==> src/rtl/gmps_ram.sv <==
// generic single-port-write, registered-read memory
module gmps_ram #(
   parameter int WIDTH = 8,
   parameter int DEPTH = 16
) (
   input  logic                     clock,
   input  logic                     wr_en,
   input  logic [$clog2(DEPTH)-1:0] wr_addr,
   input  logic [WIDTH-1:0]         wr_data,
   input  logic                     rd_en,
   input  logic [$clog2(DEPTH)-1:0] rd_addr,
   output logic [WIDTH-1:0]         rd_data
);

   logic [WIDTH-1:0] mem [DEPTH];

   always_ff @(posedge clock) begin
      if (wr_en) begin
         mem[wr_addr] <= wr_data;
      end
      if (rd_en) begin
         rd_data <= mem[rd_addr];
      end
   end

endmodule

==> config.mk <==
export PLATFORM = sky130hd
export DESIGN_NAME = gmps_ram
export DESIGN_NICKNAME = d
export VERILOG_FILES = /design/src/rtl/gmps_ram.sv
export SDC_FILE = /design/constraint.sdc
export NUM_CORES = 1
export LEC_CHECK = 0
export BUFFER_PORTS_ARGS = -buffer_cell sky130_fd_sc_hd__buf_4
export CORE_MARGIN = 2
export CORE_UTILIZATION = 25
export CTS_BUF_LIST = sky130_fd_sc_hd__clkbuf_8
export CTS_CLUSTER_DIAMETER = 100
export CTS_CLUSTER_SIZE = 24
export DETAILED_ROUTE_END_ITERATION = 10
export SLEW_MARGIN = 40
export SYNTH_ARGS = -nofsm -noshare
export SYNTH_HDL_FRONTEND = slang
export SYNTH_SLANG_ARGS = --single-unit
==> constraint.sdc <==
create_clock -name clock -period 3.5 [get_ports clock]
set_input_delay 0.175 -clock clock [delete_from_list [all_inputs] [get_ports clock]]
set_output_delay 0.175 -clock clock [all_outputs]
set_load 0.01 [all_outputs]
; ---- Yosys cells after proc, flatten, opt, wreduce, memory -nomap -nowiden
; Memories as Yosys holds them, arrays and structs flattened. A register that Yosys moved wholly into a read port is not among the register bits.
; Index checks and enable logic that the tools add are counted.
[word_totals]
reg_bits = 0
ramBits = 128
in_bits = 19
output_inout_bits = 8
word_cells = 3
mem_count = 1
[op_classes]
muxes = 2
[memory_table]
columns = name, words, word_bits, read_ports, rd_clocked_by_memory_dff, write_ports, line
row1 = mem, 16, 8, 1, 1, 1, 15  ; logic [WIDTH-1:0] mem [DEPTH];
[ops]
columns = op, count
row1 = 1-bit two-way mux, 2

; ---- Depth between registers and ports, before layout
; Gate-level depths: netlist (run 1).
[logic_depth]
ltp_word = 2
mapped_depth = 5
ltp_nobuf = 3

; ---- Least setup slack after synthesis (run 1)
; No wires, ideal clock.
[synth_timing]
path_kind = in2reg
from = input port wr_addr[2]
to = memory mem[0][0], enable pin
setup_ns = 0.383
arrival_ns = 1.285
required_ns = 3.117
path_slack_ns = 1.832
cell_stages = 2
n_path_buf = 0
cell_sequence = or3b_2 -> nor3_1
[synth_lines]
columns = item, line
row1 = "start, declared", 8  ; input logic [$clog2(DEPTH)-1:0] wr_addr,
row2 = "end, declared", 15
; Straight into the memory's write port.

==> out/metrics.yaml, run 1 <==
route:
  drc_errors: 0
  wirelength_mm: 10.1
  wl_per_cell_um: 18.4
  vias: 2394
  drt_pass1_iterations: 4
  via_per_inst: 4.37
  ant_nets: 0
  first_iter_violations: 207
timing:
  fmax_mhz: 657
  slew_violations: 0
  hold_violations: 0
  hold_slack_ps: 49.2
  fin_worst_skew_ps: 7.18
  period_share: 0.435
  rsz0062_at_grt: "false"
  tightest_slew_ps: 751
  tns_ps: 0
  setup_viol: 0
  fin_crit_ps: 1520
  relSlewSlack: 0.498
power_and_ir_drop:
  power.density_nw_per_um2: 523
  power_leakage_nw: 1.94
  p_sw_frac: 0.208
  seq_power_share: 0.580
  p_clk_frac: 0.365
  irDropWorstVdd_mv: 0.277
  internal_power_mw: 2.52
  pwr-share-comb: 0.055
  p_sw_mw: 0.663
synth:
  syn_inst: 229
  synth-seq-cells: 136
  synth_mux_area_frac: 0.148
  synth_compound_area_frac: 0.0230
  synth_edf_count: 136
  seq_area_frac_synth: 0.781
  synth-xor-area-share: 0
  synthFlopType: "edfxtp_1"
  yosys.area.top_type: "edfxtp_1"
  synthSimpleGateAreaFrac: 0.0314
  synth.area.top_cells: "edfxtp_1 (78%), mux4_2 (7.8%), mux4_1 (7.0%), a22oi_1 (2.3%), nor2_1 (0.93%)"
  synthAdderAreaFrac: 0
  syn_area_per_cell_um2: 22.8
  yosysWarnings: 0
  synth_top_cell_area_share: 0.781
  synth.distinct_cells: 18
  ys_top_cells_by_count: "edfxtp_1 (136), mux4_2 (18), a22oi_1 (16), mux4_1 (14), nor2_1 (13)"
  netlist_area_um2: 5230
  synth_top_family_by_area: "multiplexers"
  yosysMostFrequentCell: "edfxtp_1"
  synthArstFlopShare: 0
  synthesis.nets: 248
grt:
  antenna_found_initial: 0
  overflow: 0
  grt_pass1_wl_mm: 15.2
  track_usage: 0.0977
  grt_max_degree: 33
  grt_pass1_vias: 2523
setup_path:
  r2r-start: "mem[6][6]"
  regToRegSetupSlack_ps: 1990
  path_class: "primary input to flip-flop"
  crit_path_end_kind: "flip-flop"
  worstPathArrival_ps: 1690
  slowest_stage: "mux4_1"
  start_kind: "primary input"
  slowest_delay_ps: 660
  crit_chain: "buf_4, mux4_1, a22oi_1, nand2_1"
  crit_path_max_fanout: 32
  reg2reg_to: "rd_data[6]"
  rr_worst_depth: 3
  required_ps: 3670
hold_path:
  hold_end: "rd_data[0]"
  holdPathStages: 1
  hp-start: "rd_en"
  hold_class: "primary input to flip-flop"
finish:
  nNetsFinal: 285
  utilization: 0.299
  regArea_um2: 4080
  diodes: 0
  final_area_um2: 6080
  multiInputGateArea_um2: 1100
  layout-drive-gt1-share: 0.306
  syn2layout_area_growth_pct: 16.4
  n_fill_cell: 1971
die:
  io_pins: 27
  rows: 52
  die-height_um: 149
  die_w_um: 149
  start_util: 0.257
  core_um2: 20400
  dieArea_um2: 22100
clock_network:
  clk_path_buf_depth: 2
  cts_setup_buffers: 0
  clk_pin_slew_ps: 70
  ctsHtreeMaxLevel: 4
  cts-resized-gates: 0
  cts.sinks: 136
  clk_latency_ps: 420
  cts_tree: "built"
  ctsHoldBuffers: 0
  cts-root-buf: "clkbuf_8"
  numCtsBuffers: 17
placement:
  io_buffers: 26
  postPlaceCellArea_um2: 5720
  gp_congestion: 0.717
  post-dp-hpwl_mm: 6.31
job:
  max_cap_violations: 0
status:
  status: "finished, final reports clean"
cell type report:
class / count / area share
sequential: 136 / 0.671
clock buffer: 17 / 0.0385
multi-input combinational: 83 / 0.181
timing repair buffer: 28 / 0.0345
clock inverter: 14 / 0.0197
tap: 270 / 0.0555
power by group through the flow:
stage          Sequential, mW  Combinational [mW]  Clock [mW]
6_report                 1.84               0.175        1.16
5_1_grt                  1.84               0.192        1.27
4_1_cts                  1.84               0.177        1.19
3_5_place_dp             1.88               0.177           0
3_3_place_gp             1.88               0.170           0
2_1_floorplan            1.88              0.0926           0
worst max path at each step:
stage,slack [ps],startpoint,end
floorplan,1830,wr_addr[2],mem[0][0]
global placement,1370,wr_addr[2],mem[0][1]
detailed placement,1460,rd_addr[0],rd_data[0]
CTS,1970,rd_addr[0],rd_data[5]
global route,1880,rd_addr[0],rd_data[5]
finish,1980,rd_addr[0],rd_data[5]
worst max-delay path: cells and delay by family:
family                 cells  cell delay, ps
and+or+nand+nor            1              90
buffers and inverters      1             480
muxes                      1             660
AOI/OAI and AO/OA          1             260
registers in the layout, indices dropped and copies added, names as in the netlist:
signal,flops
rd_data,8
mem,128
through the flow:
step / total power [mW] / cells / setup WS [ps]
2_1_floorplan: 1.97 / 229 / 1830
3_3_place_gp: 2.05 / 517 / 1370
3_5_place_dp: 2.06 / 517 / 1460
4_1_cts: 3.21 / 548 / 1970
5_1_grt: 3.31 / 548 / 1880
6_report: 3.18 / 548 / 1980
logic make-up after synthesis:
| group | count (synthesis) |
|---|---|
| AO/OA/AOI/OAI | 16 |
| buffers and inverters | 10 |
| flip-flops | 136 |
| multiplexers | 32 |
| AND/OR/NAND/NOR | 35 |
cells in the final DEF (no fill, tap or decap), types with 4 or more instances in the layout:
cell type and instances:
nor2_2 10, clkbuf_8 17, inv_1 4, clkinv_2 5, a22oi_1 16, mux4_1 14, buf_4 28, nand2_1 9
edfxtp_1 136, mux4_2 18
routing by layer:
metal  track usage  share of wire  vias to the layer above  wire [um]
met3        0.0368          0.066                       11        665
met4        0.0305          0.011                        0        116
met5             0              0                        -          0
met2         0.141           0.45                       62       4520
li1              -              -                     1051          -
met1         0.137           0.47                     1270       4790
Power figures use the tool's default switching activity.
==> run 2: changes to the inputs <==
==> constraint.sdc (replaced) <==
create_clock -name clock -period 1.2 [get_ports clock]
set_input_delay 0.06 -clock clock [delete_from_list [all_inputs] [get_ports clock]]
set_output_delay 0.06 -clock clock [all_outputs]
set_load 0.01 [all_outputs]
==> run 2 against run 1 <==
Against the previous run:
- the run now ends with negative setup slack left
- worst setup slack worse by 2300 ps
- cell area is 6.5% higher
- die area stayed put
- sequential power grew to 2.9 times the previous value
- critical path depth is 1 lower
- power grew to 3.1 times the previous value
- global-route usage is 0.47 points higher
- combinational power grew to 3.6 times the previous value
- worst hold slack better by 110 ps
- critical path type is now flip-flop to flip-flop
- clock skew hardly changed
- utilization is 1.9 points higher
==> out/metrics.yaml, run 2 (synthesis gave the netlist of run 1 again) <==
power_and_ir_drop:
  internal_power_mw: 7.89  # was 2.52 mW
  irDropWorstVdd_mv: 0.734  # was 0.277 mV
  power_leakage_nw: 2.10  # was 1.94 nW
  power.density_nw_per_um2: 1530  # was 523 nW/um2
  p_sw_frac: 0.205  # was 0.208
  seq_power_share: 0.542  # was 0.580
  pwr-share-comb: 0.064  # was 0.055
  p_sw_mw: 2.03  # was 0.663 mW
  p_clk_frac: 0.394  # was 0.365
route:
  wl_per_cell_um: 18.1  # was 18.4 um
  via_per_inst: 4.28  # was 4.37
  wirelength_mm: 10.6  # was 10.1 mm
  drc_errors: 0  # unchanged
  first_iter_violations: 240  # was 207
  ant_nets: 0  # unchanged
  vias: 2495  # was 2394
  drt_pass1_iterations: 5  # was 4
setup_path:
  required_ps: 1380  # was 3670 ps
  worstPathArrival_ps: 1660  # was 1690 ps
  crit_path_max_fanout: 1  # was 32
  crit_path_end_kind: "flip-flop"  # unchanged
  start_kind: "flip-flop"  # was primary input
  path_class: "flip-flop to flip-flop"  # was primary input to flip-flop
grt:
  grt_pass1_vias: 2677  # was 2523
  antenna_found_initial: 0  # unchanged
  track_usage: 0.102  # was 0.0977
  grt_max_degree: 17  # was 33
  overflow: 0  # unchanged
  grt_pass1_wl_mm: 16.1  # was 15.2 mm
placement:
  dp_cells: 542  # was 517
  io_buffers: 26  # unchanged
  gp_congestion: 0.710  # was 0.717
  postPlaceCellArea_um2: 5940  # was 5720 um2
  post-dp-hpwl_mm: 7.04  # was 6.31 mm
timing:
  fin_worst_skew_ps: 7.47  # was 7.18 ps
  relSlewSlack: 0.502  # was 0.498
  setup_viol: 8  # was 0
  tightest_slew_ps: 744  # was 751 ps
  fin_crit_ps: 1480
  period_share: 1.23
  fin_ws_ps: -281  # was 1980 ps
  tns_ps: -1730  # was 0 ps
  hold_violations: 0  # unchanged
  hold_slack_ps: 160  # was 49.2 ps
  fmax_mhz: 675
  slew_violations: 0  # unchanged
  rsz0062_at_grt: "true"  # was false
clock_network:
  cts_tree: "built"  # unchanged
  cts-root-buf: "clkbuf_8"  # unchanged
  clk_path_buf_depth: 2  # unchanged
  ctsHtreeMaxLevel: 4  # unchanged
  clk_latency_ps: 430  # was 420 ps
  cts.sinks: 136  # unchanged
  numCtsBuffers: 17  # unchanged
  clk_pin_slew_ps: 80  # was 70 ps
status:
  status: "finished with violations"  # was finished, final reports clean
  violations: "negative setup slack"
finish:
  n_fill_cell: 1934  # was 1971
  utilization: 0.318  # was 0.299
  regMostFlops: "mem"  # unchanged
  syn2layout_area_growth_pct: 23.9  # was 16.4%
  layout-drive-gt1-share: 0.399  # was 0.306
  diodes: 0  # unchanged
  stdcell_count: 583  # was 548
  final_common_cell: "edfxtp_1"  # unchanged
  nNetsFinal: 319  # was 285
  largest_register_ffs: 128  # unchanged
  reg_top3: "mem x128, rd_data x8"  # unchanged
  most-common-layout-cells: "edfxtp_1 (136), buf_4 (45), mux4_2 (32)"  # was edfxtp_1 (136), buf_4 (28), mux4_2 (18)
  final_area_um2: 6480  # was 6080 um2
die:
  die_w_um: 149  # unchanged
  dieArea_um2: 22100  # unchanged
  io_pins: 27  # unchanged
  start_util: 0.257  # unchanged
  die-height_um: 149  # unchanged
  rows: 52  # unchanged
  core_um2: 20400  # unchanged
hold_path:
  hold_class: "primary input to flip-flop"  # unchanged
job:
  max_cap_violations: 0  # unchanged
[run 2: area by class of cell]
type                       instances  area (um2)  area share
sequential                       136        4080       0.630
multi-input combinational         83        1050       0.162
timing repair buffer              62         588      0.0908
tap                              270         338      0.0521
clock buffer                      17         234      0.0361
clock inverter                    15         185      0.0286
[run 2: worst paths after layout]
path,cells after the start,start,slack [ps],endpoint
setup / recovery,3,mem[11][2],-280,rd_data[2]
hold / removal,3,wr_addr[1],160,mem[0][0]
setup reg to reg,3,mem[11][2],-280,rd_data[2]
hold reg to reg,3,mem[5][1],760,rd_data[1]
[run 2: power groups by stage]
stage | Combinational [mW] | Sequential, mW | Clock [mW]
floorplan | 0.296 | 5.48 | 0
global placement | 0.595 | 5.47 | 0
detailed placement | 0.606 | 5.48 | 0
CTS | 0.643 | 5.37 | 3.99
global route | 0.688 | 5.38 | 4.17
finish | 0.635 | 5.37 | 3.91
[run 2: metal layers]
metal  track usage  wire (um)  up-vias
met5             0          0        -
met4        0.0429        237        0
met3        0.0294        511       18
met2         0.150       4830       73
met1         0.143       4990     1298
li1              -          -     1106
[run 2: worst max-delay path, cell delays in order, from the launching register on]
cell and delay [ps]:
edfxtp_1 370, mux4_2 490, a22oi_2 270, nand2_2 100
[run 2: through the flow]
step | total power [mW] | setup slack, ps
final | 9.92 | -281
after global routing | 10.2 | -298
after CTS | 10.0 | -294
after detailed placement | 6.09 | -439
after global placement | 6.07 | -441
after floorplan | 5.78 | -126
[run 2: timing repair]
action | in CTS | in global routing
hold endpoints to repair | 136 | 0
endpoints found under the setup margin | 8 | 8
hold buffers | 9 | 0
gates resized for setup | 4 | 2
buffers inserted | 0 | 0
pin swaps | 1 | 2
==> run 3: changes to the inputs <==
==> constraint.sdc (replaced) <==
create_clock -name clock -period 1.7 [get_ports clock]
set_input_delay 0.085 -clock clock [delete_from_list [all_inputs] [get_ports clock]]
set_output_delay 0.085 -clock clock [all_outputs]
set_load 0.01 [all_outputs]
==> run 3 against run 2 <==
Against the previous run:
- the flow now finishes without violations
- clock-buffer cell count did not move
- sequential power fell by 29%
- worst setup slack improved by 440 ps
- clock skew rose by 0.74 ps
- clock power fell by 19%
- die area did not move
- first-iteration DRC count fell by 7.5%
- cell count fell by 0.86%
- flip-flop and latch count did not move
- critical path type unchanged
==> out/metrics.yaml, run 3 (synthesis gave the netlist of run 1 again) <==
clock_network:
  numCtsBuffers: 17  # unchanged
  cts-resized-gates: 0  # was 4
  cts_tree: "built"  # unchanged
  clk_path_buf_depth: 2  # unchanged
  clk_latency_ps: 430  # about the same
  cts-root-buf: "clkbuf_8"  # unchanged
  ctsHtreeMaxLevel: 4  # unchanged
  cts_setup_buffers: 0  # unchanged
  cts.sinks: 136  # unchanged
  ctsHoldBuffers: 8  # was 9
  clk_pin_slew_ps: 80  # about the same
route:
  wl_per_cell_um: 18.3  # was 18.1 um
  vias: 2487  # was 2495
  via_per_inst: 4.30  # was 4.28
  first_iter_violations: 222  # was 240
  drc_errors: 0  # unchanged
  drt_pass1_iterations: 4  # was 5
  wirelength_mm: 10.6  # about the same
  ant_nets: 0  # unchanged
timing:
  tightest_slew_ps: 411  # was 744 ps
  fmax_mhz: 647  # was 675 MHz
  slew_violations: 0  # unchanged
  period_share: 0.909  # was 1.23
  relSlewSlack: 0.726  # was 0.502
  fin_worst_skew_ps: 8.21  # was 7.47 ps
  rsz0062_at_grt: "false"  # was true
  hold_violations: 0  # unchanged
  setup_viol: 0  # was 8
  tns_ps: 0  # was -1730 ps
  fin_crit_ps: 1540  # was 1480 ps
grt:
  grt_pass1_vias: 2522  # was 2677
  overflow: 0  # unchanged
  grt_max_degree: 17  # unchanged
  grt_pass1_wl_mm: 15.6  # was 16.1 mm
  antenna_found_initial: 0  # unchanged
  track_usage: 0.0999  # was 0.102
setup_path:
  rr_worst_depth: 3  # unchanged
  required_ps: 1860  # was 1380 ps
  worstPathArrival_ps: 1710  # was 1660 ps
  path_class: "flip-flop to flip-flop"  # unchanged
  crit_path_max_fanout: 1  # unchanged
  crit_path_end_kind: "flip-flop"  # unchanged
  start_kind: "flip-flop"  # unchanged
finish:
  largest_register_ffs: 128  # unchanged
  regMostFlops: "mem"  # unchanged
  stdcell_count: 578  # was 583
  nNetsFinal: 314  # was 319
  final_area_um2: 6450  # was 6480 um2
  syn2layout_area_growth_pct: 23.4  # was 23.9%
  final_common_cell: "edfxtp_1"  # unchanged
  diodes: 0  # unchanged
  reg_top3: "mem x128, rd_data x8"  # unchanged
  most-common-layout-cells: "edfxtp_1 (136), buf_4 (45), mux4_2 (18)"  # was edfxtp_1 (136), buf_4 (45), mux4_2 (32)
  layout-drive-gt1-share: 0.318  # was 0.399
  utilization: 0.317  # was 0.318
job:
  max_cap_violations: 0  # unchanged
placement:
  postPlaceCellArea_um2: 5880  # was 5940 um2
  io_buffers: 26  # unchanged
  post-dp-hpwl_mm: 6.83  # was 7.04 mm
  dp_cells: 537  # was 542
  gp_congestion: 0.747  # was 0.710
power_and_ir_drop:
  irDropWorstVdd_mv: 0.555  # was 0.734 mV
  power_mw: 7.36  # was 9.92 mW
  power_leakage_nw: 2.13  # was 2.10 nW
  power.density_nw_per_um2: 1140  # was 1530 nW/um2
hold_path:
  hold_class: "primary input to flip-flop"  # unchanged
  holdPathStages: 3  # unchanged
die:
  dieArea_um2: 22100  # unchanged
  die-height_um: 149  # unchanged
  io_pins: 27  # unchanged
  start_util: 0.257  # unchanged
  die_w_um: 149  # unchanged
  rows: 52  # unchanged
  core_um2: 20400  # unchanged
status:
  status: "finished, final reports clean"  # was finished with violations
==> run 3: changes by cell type in the layout (fill, tap and decap cells not counted), moves of 3 or more <==
cell / previous run / this run
nor3_2: 3 / 0
a22oi_1: 11 / 16
buf_12: 8 / 3
inv_6: 0 / 3
mux4_1: 0 / 14
mux4_2: 32 / 18
a22oi_2: 5 / 0
nor3_1: 1 / 4
==> run 3: where the power goes <==
part,leakage (nW),internal (mW),switching (mW)
clock,0.235,1.90,1.26
combinational,0.662,0.190,0.209
sequential,1.24,3.77,0.0230
==> run 3: path summary, 6_finish.rpt <==
path / from / slack [ps] / to
min reg2reg: mem[14][3] / 750 / rd_data[3]
min: wr_addr[1] / 180 / mem[0][2]
max: mem[9][2] / 160 / rd_data[2]
max reg2reg: mem[9][2] / 160 / rd_data[2]
==> run 3: per-layer routing <==
metal | global-route usage | wire (um) | vias up
met5 | 0 | 0 | -
met4 | 0.0314 | 146 | 0
met3 | 0.0322 | 748 | 11
met2 | 0.145 | 4700 | 83
met1 | 0.142 | 4990 | 1281
li1 | - | - | 1112
==> run 3: layout make-up <==
| class | instances | area [um2] |
|---|---|---|
| clock buffers | 17 | 234 |
| clock inverters | 15 | 248 |
| fillers | 1940 | 13900 |
| multi-input cells | 83 | 1060 |
| flip-flops and latches | 136 | 4080 |
| well taps | 270 | 338 |
| repair buffers | 57 | 488 |
==> run 3: critical path: stages (launching register included) <==
cell,delay (ps)
edfxtp_1,370
mux4_1,520
a22oi_1,260
nand2_1,140
==> run 3: stage by stage <==
| step | hold slack, ps | worst slack [ps] |
|---|---|---|
| finish | 181 | 155 |
| global route | 161 | 48.9 |
| CTS | 0.335 | 103 |
| detailed placement | 391 | 6.37 |
| global placement | 391 | 36.8 |
| floorplan | 184 | 122 |
