`config.mk`:
```
export PLATFORM = sky130hd
export DESIGN_NAME = gmps_cell
export DESIGN_NICKNAME = d
export VERILOG_FILES = /design/src/rtl/gmps_pkg.sv /design/src/rtl/gmps_cell.sv
export SDC_FILE = /design/constraint.sdc
export NUM_CORES = 1
export LEC_CHECK = 0
export BUFFER_PORTS_ARGS = -buffer_cell sky130_fd_sc_hd__buf_2
export CAP_MARGIN = 40
export CORE_ASPECT_RATIO = 0.5
export CORE_UTILIZATION = 51
export CTS_BUF_LIST = sky130_fd_sc_hd__clkbuf_8
export CTS_CLUSTER_DIAMETER = 30
export DETAILED_ROUTE_END_ITERATION = 8
export PLACE_DENSITY = 0.85
export SETUP_SLACK_MARGIN = 0.4
export SYNTH_ARGS = -nofsm -noshare
export SYNTH_HDL_FRONTEND = slang
export SYNTH_SLANG_ARGS = --single-unit
```
`constraint.sdc`:
```
create_clock -name clock -period 8.5 [get_ports clock]
set_input_delay 0.85 -clock clock [delete_from_list [all_inputs] [get_ports clock]]
set_output_delay 0.85 -clock clock [all_outputs]
set_load 0.02 [all_outputs]
```
`src/rtl/gmps_pkg.sv`:
```
// shared constants, types and helpers for the grid path sum and count block
package gmps_pkg;

   localparam int MAX_COLUMNS = 1024;
   localparam int MAX_ROWS    = 1024;
   localparam int CELL_BITS   = 16;

   localparam int COL_BITS     = $clog2(MAX_COLUMNS);
   localparam int ROW_BITS     = $clog2(MAX_ROWS);
   localparam int REG_BITS     = 11;
   localparam int INDEX_BITS   = 2;
   localparam int SUM_BITS     = 28;
   localparam int OUT_SUM_BITS = 27;
   localparam int COUNT_BITS   = 63;

   typedef enum logic [INDEX_BITS-1:0] {
      REG_ROW_COUNT    = 2'd0,
      REG_COLUMN_COUNT = 2'd1
   } reg_index_type;

   typedef logic signed [SUM_BITS-1:0] sum_type;
   typedef logic [COUNT_BITS-1:0]      count_type;

   typedef struct packed {
      count_type count;
      sum_type   sum;
   } line_type;

   // cell waiting for its line buffer read
   typedef struct packed {
      logic                        valid;
      logic signed [CELL_BITS-1:0] cell_value;
      logic                        has_up;
      logic                        has_left;
      logic                        last_grid;
      logic                        bypass;
      logic [COL_BITS-1:0]         addr;
   } stage_type;

   function automatic logic [ROW_BITS-1:0] rows_m1(input logic [REG_BITS-1:0] v);
      logic [ROW_BITS-1:0] r;
      if (v == '0) begin
         r = '0;
      end else if (v > REG_BITS'(MAX_ROWS)) begin
         r = ROW_BITS'(MAX_ROWS - 1);
      end else begin
         r = ROW_BITS'(v - REG_BITS'(1));
      end
      return r;
   endfunction

   function automatic logic [COL_BITS-1:0] cols_m1(input logic [REG_BITS-1:0] v);
      logic [COL_BITS-1:0] r;
      if (v == '0) begin
         r = '0;
      end else if (v > REG_BITS'(MAX_COLUMNS)) begin
         r = COL_BITS'(MAX_COLUMNS - 1);
      end else begin
         r = COL_BITS'(v - REG_BITS'(1));
      end
      return r;
   endfunction

endpackage

```
`src/rtl/gmps_cell.sv`:
```
// per-cell sum and count update, line buffer write-back and result register
module gmps_cell import gmps_pkg::*; (
   input  logic                           clock,
   input  logic                           reset,
   input  stage_type                      stage,
   input  logic                           advance,
   input  line_type                       rd_data,
   input  logic                           rsp_stall,
   output logic                           wr_en,
   output line_type                       wr_data,
   output logic [COL_BITS-1:0]            wr_addr,
   output logic                           rsp_valid,
   output logic [COUNT_BITS-1:0]          rsp_path_count,
   output logic signed [OUT_SUM_BITS-1:0] rsp_best_sum
);

   sum_type                        prev_sum_ff;
   count_type                      prev_count_ff;
   logic                           rsp_valid_ff, rsp_valid_in;
   logic [COUNT_BITS-1:0]          rsp_count_ff;
   logic signed [OUT_SUM_BITS-1:0] rsp_sum_ff, best_sat;
   sum_type                        up_sum, base_sum, cell_ext, new_sum;
   count_type                      up_count, new_count;
   logic [COUNT_BITS:0]            count_add;

   assign up_sum   = stage.bypass ? prev_sum_ff : rd_data.sum;
   assign up_count = stage.bypass ? prev_count_ff : rd_data.count;
   assign cell_ext = SUM_BITS'(stage.cell_value);
   assign count_add = {1'b0, up_count} + {1'b0, prev_count_ff};

   always_comb begin
      if (stage.has_up && stage.has_left) begin
         base_sum  = (up_sum > prev_sum_ff) ? up_sum : prev_sum_ff;
         new_count = count_add[COUNT_BITS] ? '1 : count_add[COUNT_BITS-1:0];
      end else if (stage.has_up) begin
         base_sum  = up_sum;
         new_count = up_count;
      end else if (stage.has_left) begin
         base_sum  = prev_sum_ff;
         new_count = prev_count_ff;
      end else begin
         base_sum  = '0;
         new_count = COUNT_BITS'(1);
      end
   end

   assign new_sum = cell_ext + base_sum;

   always_comb begin
      if (new_sum[SUM_BITS-1] != new_sum[SUM_BITS-2]) begin
         best_sat = new_sum[SUM_BITS-1] ? {1'b1, {(OUT_SUM_BITS-1){1'b0}}}
                                        : {1'b0, {(OUT_SUM_BITS-1){1'b1}}};
      end else begin
         best_sat = new_sum[OUT_SUM_BITS-1:0];
      end
   end

   assign wr_en         = advance;
   assign wr_addr       = stage.addr;
   assign wr_data.sum   = new_sum;
   assign wr_data.count = new_count;

   always_comb begin
      rsp_valid_in = rsp_valid_ff & rsp_stall;
      if (advance && stage.last_grid) begin
         rsp_valid_in = 1'b1;
      end
   end

   always_ff @(posedge clock) begin
      if (reset) begin
         rsp_valid_ff <= 1'b0;
      end else begin
         rsp_valid_ff <= rsp_valid_in;
      end
   end

   always_ff @(posedge clock) begin
      if (advance) begin
         prev_sum_ff   <= new_sum;
         prev_count_ff <= new_count;
         if (stage.last_grid) begin
            rsp_count_ff <= new_count;
            rsp_sum_ff   <= best_sat;
         end
      end
   end

   assign rsp_valid      = rsp_valid_ff;
   assign rsp_path_count = rsp_count_ff;
   assign rsp_best_sum   = rsp_sum_ff;

   a_no_overwrite: assert property (@(posedge clock) disable iff (reset)
      rsp_valid_ff && rsp_stall |-> !(advance && stage.last_grid))
      else $error("result overwritten while still waiting");

   a_origin_count_one: assert property (@(posedge clock) disable iff (reset)
      advance && !stage.has_up && !stage.has_left |-> new_count == COUNT_BITS'(1))
      else $error("first cell count is not one");

endmodule

```
Word level (Yosys, flattened, before mapping)
Index checks and enable logic that the tools add are counted.
{ "totals": {"out_inout_bits": 193, "regBits": 182, "elab_cells": 26, "inputBits": 126} }
{ "classes": {"n_bitwise": 1, "magnitude_cmp": 1, "n_eq_ne": 1, "add_sub_neg": 2, "muxes": 13, "reduce_logical": 3} }
{ "op_table": {"columns": ["operator", "n"], "rows": [
  ["63-bit two-way mux", 5],
  ["28-bit two-way mux", 5],
  ["63-bit by 63-bit adder with 64-bit output", 1],
  ["27-bit two-way mux", 2],
  ["16-bit by 28-bit adder with 28-bit output", 1],
  ["28-bit greater-than comparator", 1],
  ["1-bit logical AND", 2],
  ["2-bit AND reduction", 1],
  ["1-bit bitwise AND", 1],
  ["1-bit two-way mux", 1],
  ["1-bit != test", 1]
]} }

Depth between registers and ports, before layout
Gate-level depths: netlist of the first run.
{ "depth": {"ltp_word": 7, "depth_mapped": 29, "ltp_nobuf": 25} }

Least setup slack after synthesis of the first run
Ideal clock, no wire load.
{ "synth_path": {"kind": "input -> output", "from": "in stage[10] in the netlist's numbering", "to": "out wr_data[26] in the netlist's numbering", "arrival_ns": 6.696, "setup_slack_ns": 0.954, "n_path_buf": 5, "required_ns": 7.650, "cell_stages": 27, "path_cell_list": "clkbuf_1 -> buf_1 -> clkbuf_1 -> mux2_2 -> ha_1 -> nand4_1 -> or3_1 -> nor2_1 -> a21oi_1 -> a31o_1 -> nor3_1 -> a21o_1 -> clkbuf_1 -> a22o_1 -> ha_1 -> inv_1 -> fa_1 -> nor2b_1 -> o2111ai_1 -> a31oi_1 -> a211o_1 -> nand2_1 -> or4_1 -> o2111ai_1 -> a21oi_1 -> xnor2_2 -> buf_2"} }
{ "synth_rtl": {"columns": ["item", "line", "source"], "rows": [
  ["from (decl)", "gmps_cell.sv:5", "input stage_type stage,"],
  ["to (decl)", "gmps_cell.sv:10", "output line_type wr_data,"]
]} }

==> results of run 1 <==
==> flip-flops by register name (all words and copies together) (netlist names) <==
name / cells
prev_count_ff: 63
rsp_path_count: 63
prev_sum_ff: 28
rsp_best_sum: 27
rsp_valid: 1
==> power breakdown <==
| group | switching, uW | total, uW | internal (uW) | leakage [uW] |
|---|---|---|---|---|
| Sequential | 121 | 1510 | 1390 | 0.00177 |
| Combinational | 2140 | 3500 | 1360 | 0.00492 |
| Clock | 355 | 736 | 381 | 0.000234 |
==> metal layers <==
| layer | routed length [um] | global-route usage, % |
|---|---|---|
| met3 | 2080 | 5.13 |
| met1 | 16800 | 34.9 |
| met4 | 940 | 9.50 |
| met5 | 0 | 0 |
| met2 | 19300 | 48.2 |
==> critical path: cells and delay by family <==
family	cells	cell delay, ns
mux	1	0.39
buf+inv	4	0.94
simple gates	4	1.04
xor+xnor	1	0.39
fa+ha+maj	2	0.55
compound gates	11	2.48
==> layout by cell type (no fill, tap or decap), types with 9 or more instances in the layout <==
cell,count
o21bai_1,15
nor3_1,15
inv_1,60
o22ai_1,44
buf_2,295
nor2_1,82
nand4_1,20
mux2_2,89
xnor2_1,53
o21a_1,14
maj3_2,18
edfxtp_1,181
xor2_1,28
nand2b_1,13
buf_4,15
clkbuf_8,17
a21o_1,40
nor2b_1,9
a21oi_1,129
o21ai_0,52
o21ai_1,52
ha_1,119
nand2_1,112
a31oi_1,11
a211oi_1,31
nand3_1,20
a22o_1,27
==> cell type report <==
cell class	count	area (sq um)	share of cell area, %
Multi-Input combinational cell	1102	8050	49.4
Clock buffer	17	234	1.43
Clock inverter	15	249	1.53
Sequential cell	182	5460	33.4
Antenna cell	3	7.51	0.0460
Inverter	63	236	1.45
Timing Repair Buffer	312	1640	10.0
Tap cell	352	440	2.70
==> per-stage QoR <==
stage	setup slack, ns	instances	instance area, sq um	utilization (%)	power, uW
after global routing	0.644	2046	16300	60.9	6120
after floorplan	0.954	1427	14100	-	4080
after detailed placement	1.08	2010	15800	58.9	4970
after global placement	1.14	2009	15800	58.9	4890
after CTS	1.02	2042	16300	60.7	5730
final	0.980	2046	16300	60.9	5740
==> cells by family (layout without fill, tap and decap cells) <==
kind of cell               Yosys count  in the layout  synth area share [%]
muxes                               92             92                  7.33
and+or+nand+nor                    310            310                  10.2
other                                0              3                     0
DFF                                182            182                  38.7
xor gates and xnor gates            83             83                  5.32
adders and majority gates          147            147                  12.9
AOI/OAI and AO/OA                  470            470                  21.4
buffers and inverters              143            407                  4.25
==> final timing paths <==
| check | endpoint | depth (start not counted) | startpoint | slack, ns |
|---|---|---|---|---|
| worst min-delay path | rsp_valid$_SDFF_PP0_ | 2 | reset | 0.48 |
| worst max register to register | rsp_best_sum[5]$_DFFE_PP_ | 22 | prev_sum_ff[23]$_DFFE_PP_ | 2.05 |
| worst min register to register | rsp_valid$_SDFF_PP0_ | 2 | rsp_valid$_SDFF_PP0_ | 0.55 |
| worst max-delay path | wr_data[27] | 23 | stage[10] | 0.98 |
==> results.txt, run 1 <==
The count of final setup violators is 0. For this run, the leading register cell type out of synthesis is edfxtp_1. The top achievable clock speed is 133 MHz. The fill cell instance count of the final layout is 2287. Routability-driven placement finished with a final weighted congestion of 0.955. The cell area after synthesis came out at 0.0141 sq mm. The largest fanout on the critical path is 31. The die area came out at 0.0283 sq mm. In the post-synthesis netlist, the biggest area contributors are edfxtp_1 (39%), ha_1 (11%), mux2_2 (7.1%), a21oi_1 (4.6%), xnor2_1 (3.3%). Dividing total power by cell area gives a power density of 352 mW/mm^2. In this run the clock root is driven by a clkbuf_8. Yosys instantiated no cell more often than edfxtp_1. The number of enable-type register cells in the synthesized netlist came out at 181.

The die extent in y is 120 um. The number of port buffers is 297. The total leakage power came out at 0.00693 uW. The final critical path time including I/O delays and setup is 7.52 ns. The flip-flop and latch count after synthesis came out at 182. Setup repair after global routing left no endpoint under its margin.

The flow ran to the end, and the final reports show no timing, DRC or antenna violations. The number of levels in the clock H-tree is 4. The worst setup path is launched from an input port. edfxtp_1 takes more of the synthesized area than any other cell. The total nets after synthesis came out at 1674. The number of primary I/O pins is 319. The critical path required time came out at 7.65 ns. At the worst endpoint, the arrival time is 6.67 ns. The maximum number of pins on one net before global-route repair is 89. The clock arrives with 0.0203 ns of skew. The quantity of hold-fixing buffers added after cts is 0. The slowest stage of the critical path belongs to the cell nor4_1.

The remaining antenna violation count after routing is 0. The buffer levels on the longest clock path is 2. The average size of a mapped cell came out at 9.87 sq um.

In the final routed layout, each cell accounts on average for 19.1 um. The register clock-pin slew on the reported worst setup and hold paths is 0.10 ns. The count of synthesis-stage warnings from yosys came out at 0. After synthesis, the share of flip-flops with an asynchronous set or reset is 0%. The number of DRC violations after detailed-routing iteration 0 came out at 1065. The slew at the pin with the worst max-slew slack is 0.733 ns. The total routed wirelength came out at 39100 um.

The initial core utilization is 52.6%. Once the clock tree was built, the resizer swapped 0 gates to a different size. Of the available clock period, the critical path in the final layout requires 88.5%. The largest vdd supply drop is 0.000277 V. The signal on the critical path passes through buf_4 -> mux2_2 -> ha_1 -> nand4_1 -> nor4_1 -> a21oi_1 -> a31o_1 -> nor3_1 -> a21o_1 -> buf_4 -> a22o_1 -> ha_1 -> nand3_1 -> a211oi_1 -> o21ai_2 -> a21boi_2 -> a31oi_1 -> o21a_2 -> o311ai_4 -> a31oi_4 -> xnor3_2 -> inv_2 -> buf_2.

The overall via count from detail_route came out at 12320. The core region is 0.0268 sq mm. The top cell type by area accounts for 38.6% of the synthesized area. The number of max-cap violations came out at 0. The final worst hold slack came out at 0.480 ns. Sequential elements use 38.7% of the synthesized area. The total half-perimeter wirelength after legalization and detailed placement came out at 28700 um. STA classifies the critical path endpoint as an output port. The final total negative setup slack is 0 ns. The number of distinct library cell variants in the gate-level netlist after synthesis is 76. Counting instances in the post-synthesis netlist gives the leading cell types as edfxtp_1 (181), a21oi_1 (129), ha_1 (119). The layout overhead on the synthesized area came out at 15.8%.

The number of buffers created by CTS came out at 17. In this run the tightest slew margin relative to its limit is 51.1%. The via count of the first global-routing pass was 11896. The detailed-route DRC error count is 0. TritonCTS built the clock tree.

The number of antenna violations at the first check in global routing is 3. The number of buffers added for setup after CTS is 0. The tightest min-delay check is of the input port to flip-flop type. The first global-routing pass estimated 62200 um of wire.

The count of standard-cell rows is 42. In the synthesized netlist, the number of instances is 1427. The detailed-routing iteration count for the pre-antenna-repair pass came out at 6.

The clock latency of the later-clocked register in the worst-skew pair is 0.53 ns. The horizontal extent of the die is 237 um. The CTS sink count came out at 182.

Dividing the detail-routed via count by the number of cells gives 6.02. The hold violation count in the final report came to 0. The share of final-layout standard cells stronger than drive strength 1 came out at 27.9%.

The final layout net count is 1925. The delay of the slowest critical-path stage came out at 0.48 ns. The global routing usage summed across all routing layers is 27.8%. The worst setup path is of the input port to output port kind. Summed over all layers, the global routing overflow is 0. The number of slew-limit violations in the final report is 0.
No activity file was read; power rests on OpenSTA's default activity.
==> run 2, diff against run 1 <==
--- a/config.mk
+++ b/config.mk
@@ -8,11 +8,11 @@
 export BUFFER_PORTS_ARGS = -buffer_cell sky130_fd_sc_hd__buf_2
 export CAP_MARGIN = 40
 export CORE_ASPECT_RATIO = 0.5
-export CORE_UTILIZATION = 51
+export CORE_UTILIZATION = 54
 export CTS_BUF_LIST = sky130_fd_sc_hd__clkbuf_8
 export CTS_CLUSTER_DIAMETER = 30
 export DETAILED_ROUTE_END_ITERATION = 8
-export PLACE_DENSITY = 0.85
+export PLACE_DENSITY = 0.89
 export SETUP_SLACK_MARGIN = 0.4
 export SYNTH_ARGS = -nofsm -noshare
 export SYNTH_HDL_FRONTEND = slang
==> results.txt, run 2 (synthesis gave the netlist of run 1 again) <==
The overall via count from detail_route came out at 12328 (+0.065%). The via count of the first global-routing pass is 11966 (+0.59%). The total half-perimeter wirelength after legalization and detailed placement came out at 28000 um (-2.2%).

The largest vdd supply drop was 0.000177 V (-36%). The CTS sink count came to 182 (unchanged). The largest fanout on the critical path is 31 (unchanged).

In the layout the commonest cells are buf_2 (295), edfxtp_1 (181), a21oi_1 (129). The tree is rooted in a clkbuf_8. The die area is 0.0268 sq mm (-5.5%).

The horizontal extent of the die is 230 um (-2.8%). The initial core utilization is 55.5% (+2.9 points). The register clock-pin slew on the reported worst setup and hold paths came out at 0.11 ns (about the same). The area of all placed cells without fillers came to 0.0162 sq mm (-0.80%). The critical path is of the input port to output port type. The count of placed standard cells including taps came out at 2000 (-0.50%).

The worst clock skew was 0.0160 ns (-0.00426 ns). The total routed wirelength was 38200 um (-2.2%). The total leakage power came out at 0.00687 uW (-0.77%). The layout overhead on the synthesized area came out at 14.9%.

The final total negative setup slack is 0 ns (unchanged). The clock latency of the later-clocked register in the worst-skew pair came to 0.51 ns (-0.02 ns). The number of max-cap violations is 0 (unchanged). The final estimated routing congestion in global placement came to 0.940 (-1.6%).

The total power density per cell area is 347 mW/mm^2 (-1.3%). The hold violation count in the final report is 0 (unchanged). The number of primary I/O pins came out at 319 (unchanged). The number of levels in the clock H-tree is 4 (unchanged).

The number of buffers created by CTS came out at 17 (unchanged). STA classifies the critical path startpoint as an input port. The count of final setup violators was 0 (unchanged). The number of DRC violations after detailed-routing iteration 0 came out at 876 (-18%). The slew at the pin with the worst max-slew slack is 0.919 ns (+0.186 ns). The maximum number of pins on one net before global-route repair came out at 87 (-2.2%). The worst hold path belongs to the class input port to flip-flop. The number of cells in the finished layout apart from fillers came to 2038 (-0.39%). The global routing usage summed across all routing layers is 28.7% (+0.92 points).

The flow ran to the end, and the final reports show no timing, DRC or antenna violations. The number of port buffers is 297 (unchanged). The share of final-layout standard cells stronger than drive strength 1 was 27.9% (+0.050 points). The count of standard-cell rows was 41 (-2.4%). The final critical path time including I/O delays and setup is 7.43 ns (-0.0945 ns). The detailed-route DRC error count came out at 0 (unchanged).

The wire length of the first global-routing pass came out at 61000 um (-1.9%). The top achievable clock speed came out at 135 MHz (+1.3%). The worst slew slack as a fraction of its limit came out at 38.7% (-12 points). TritonCTS built the clock tree. The detailed-routing iteration count for the pre-antenna-repair pass is 5 (-1).

The critical path required time is 7.65 ns (about the same). The cell area after placement came out at 0.0158 sq mm (-0.22%). The total global routing overflow came out at 0 (unchanged). The post-route clock period utilization is 87.4% (-1.1 points). The number of antenna violations at the first check in global routing came out at 5 (+2).

The quantity of hold-fixing buffers added after cts came to 0 (unchanged). The average wire length per cell after detail routing came to 18.8 um (-1.8%). The instance count along the most critical hold path was 2 (unchanged). The fill cell instance count of the final layout came out at 2107 (-7.9%). The final layout net count came out at 1922 (-0.16%).

The post-CTS resize count is 0 (unchanged). The area of the placeable core was 0.0254 sq mm (-5.3%). The depth of the most critical reg-to-reg path came out at 23 (+4.5%). The vias per cell is 6.05 (+0.46%). The die extent in y is 116 um (-2.8%). The endpoint type of the worst setup path is an output port. The number of buffers added for setup after CTS came out at 0 (unchanged). Setup repair after global routing left no endpoint under its margin.

The buffer levels on the longest clock path came out at 2 (unchanged). The critical path data arrival time is 6.58 ns (-0.09 ns). Leaving out fill and tap cells, the most frequent cell in the layout is buf_2.

The remaining antenna violation count after routing is 0 (unchanged). The final worst hold slack is 0.483 ns (+0.00389 ns). The number of slew-limit violations in the final report is 0 (unchanged).
-- run 2: final cells by class --
type / count / area, sq um / area share (%)
flip-flops and latches: 182 / 5460 / 33.7
inverters: 63 / 236 / 1.46
diodes: 6 / 15.0 / 0.0928
clock inverters: 15 / 174 / 1.07
well taps: 344 / 430 / 2.66
repair buffers: 309 / 1580 / 9.77
multi-input cells: 1102 / 8050 / 49.8
clock buffers: 17 / 234 / 1.45
-- run 2: report_power, final --
group | internal [uW] | switching, uW | total [uW]
sequential | 1380 | 118 | 1500
combinational | 1360 | 2130 | 3490
clock | 226 | 397 | 623
total | 2970 | 2650 | 5620
-- run 2: worst paths after layout --
path | endpoint | slack [ns] | from
setup / recovery | wr_data[27] | 1.07 | stage[10]
setup reg to reg | rsp_best_sum[4]$_DFFE_PP_ | 2.11 | prev_sum_ff[10]$_DFFE_PP_
hold reg to reg | rsp_valid$_SDFF_PP0_ | 0.55 | rsp_valid$_SDFF_PP0_
hold / removal | rsp_valid$_SDFF_PP0_ | 0.48 | reset
-- run 2: critical path, cell delays in order --
cell	delay, ns
buf_4	0.36
mux2_2	0.39
ha_1	0.32
nand4_1	0.11
or3_1	0.40
nor2_1	0.15
a21oi_1	0.10
a31o_1	0.24
nor3_1	0.26
a21o_1	0.35
buf_4	0.32
a22o_1	0.16
ha_1	0.29
a21o_1	0.19
a21o_1	0.19
a21oi_1	0.27
a21boi_2	0.12
a31oi_1	0.27
o21a_2	0.21
o311ai_4	0.12
a31oi_4	0.24
xnor3_2	0.37
inv_2	0.07
buf_2	0.18
-- run 2: stage by stage --
stage	setup WS [ns]	power (uW)	utilization, %
global route	0.653	6020	63.7
floorplan	0.954	4080	-
finish	1.07	5620	63.7
global placement	1.26	4870	62.1
detailed placement	1.15	4970	62.1
CTS	1.11	5610	63.7
-- run 2: metal layers --
layer	up-vias	part of all wire (%)	global-route usage (%)
met5	-	0	0
li1	5919	-	-
met1	5868	42	36.2
met3	78	6.4	5.81
met4	0	2.6	11.3
met2	463	49	49.0
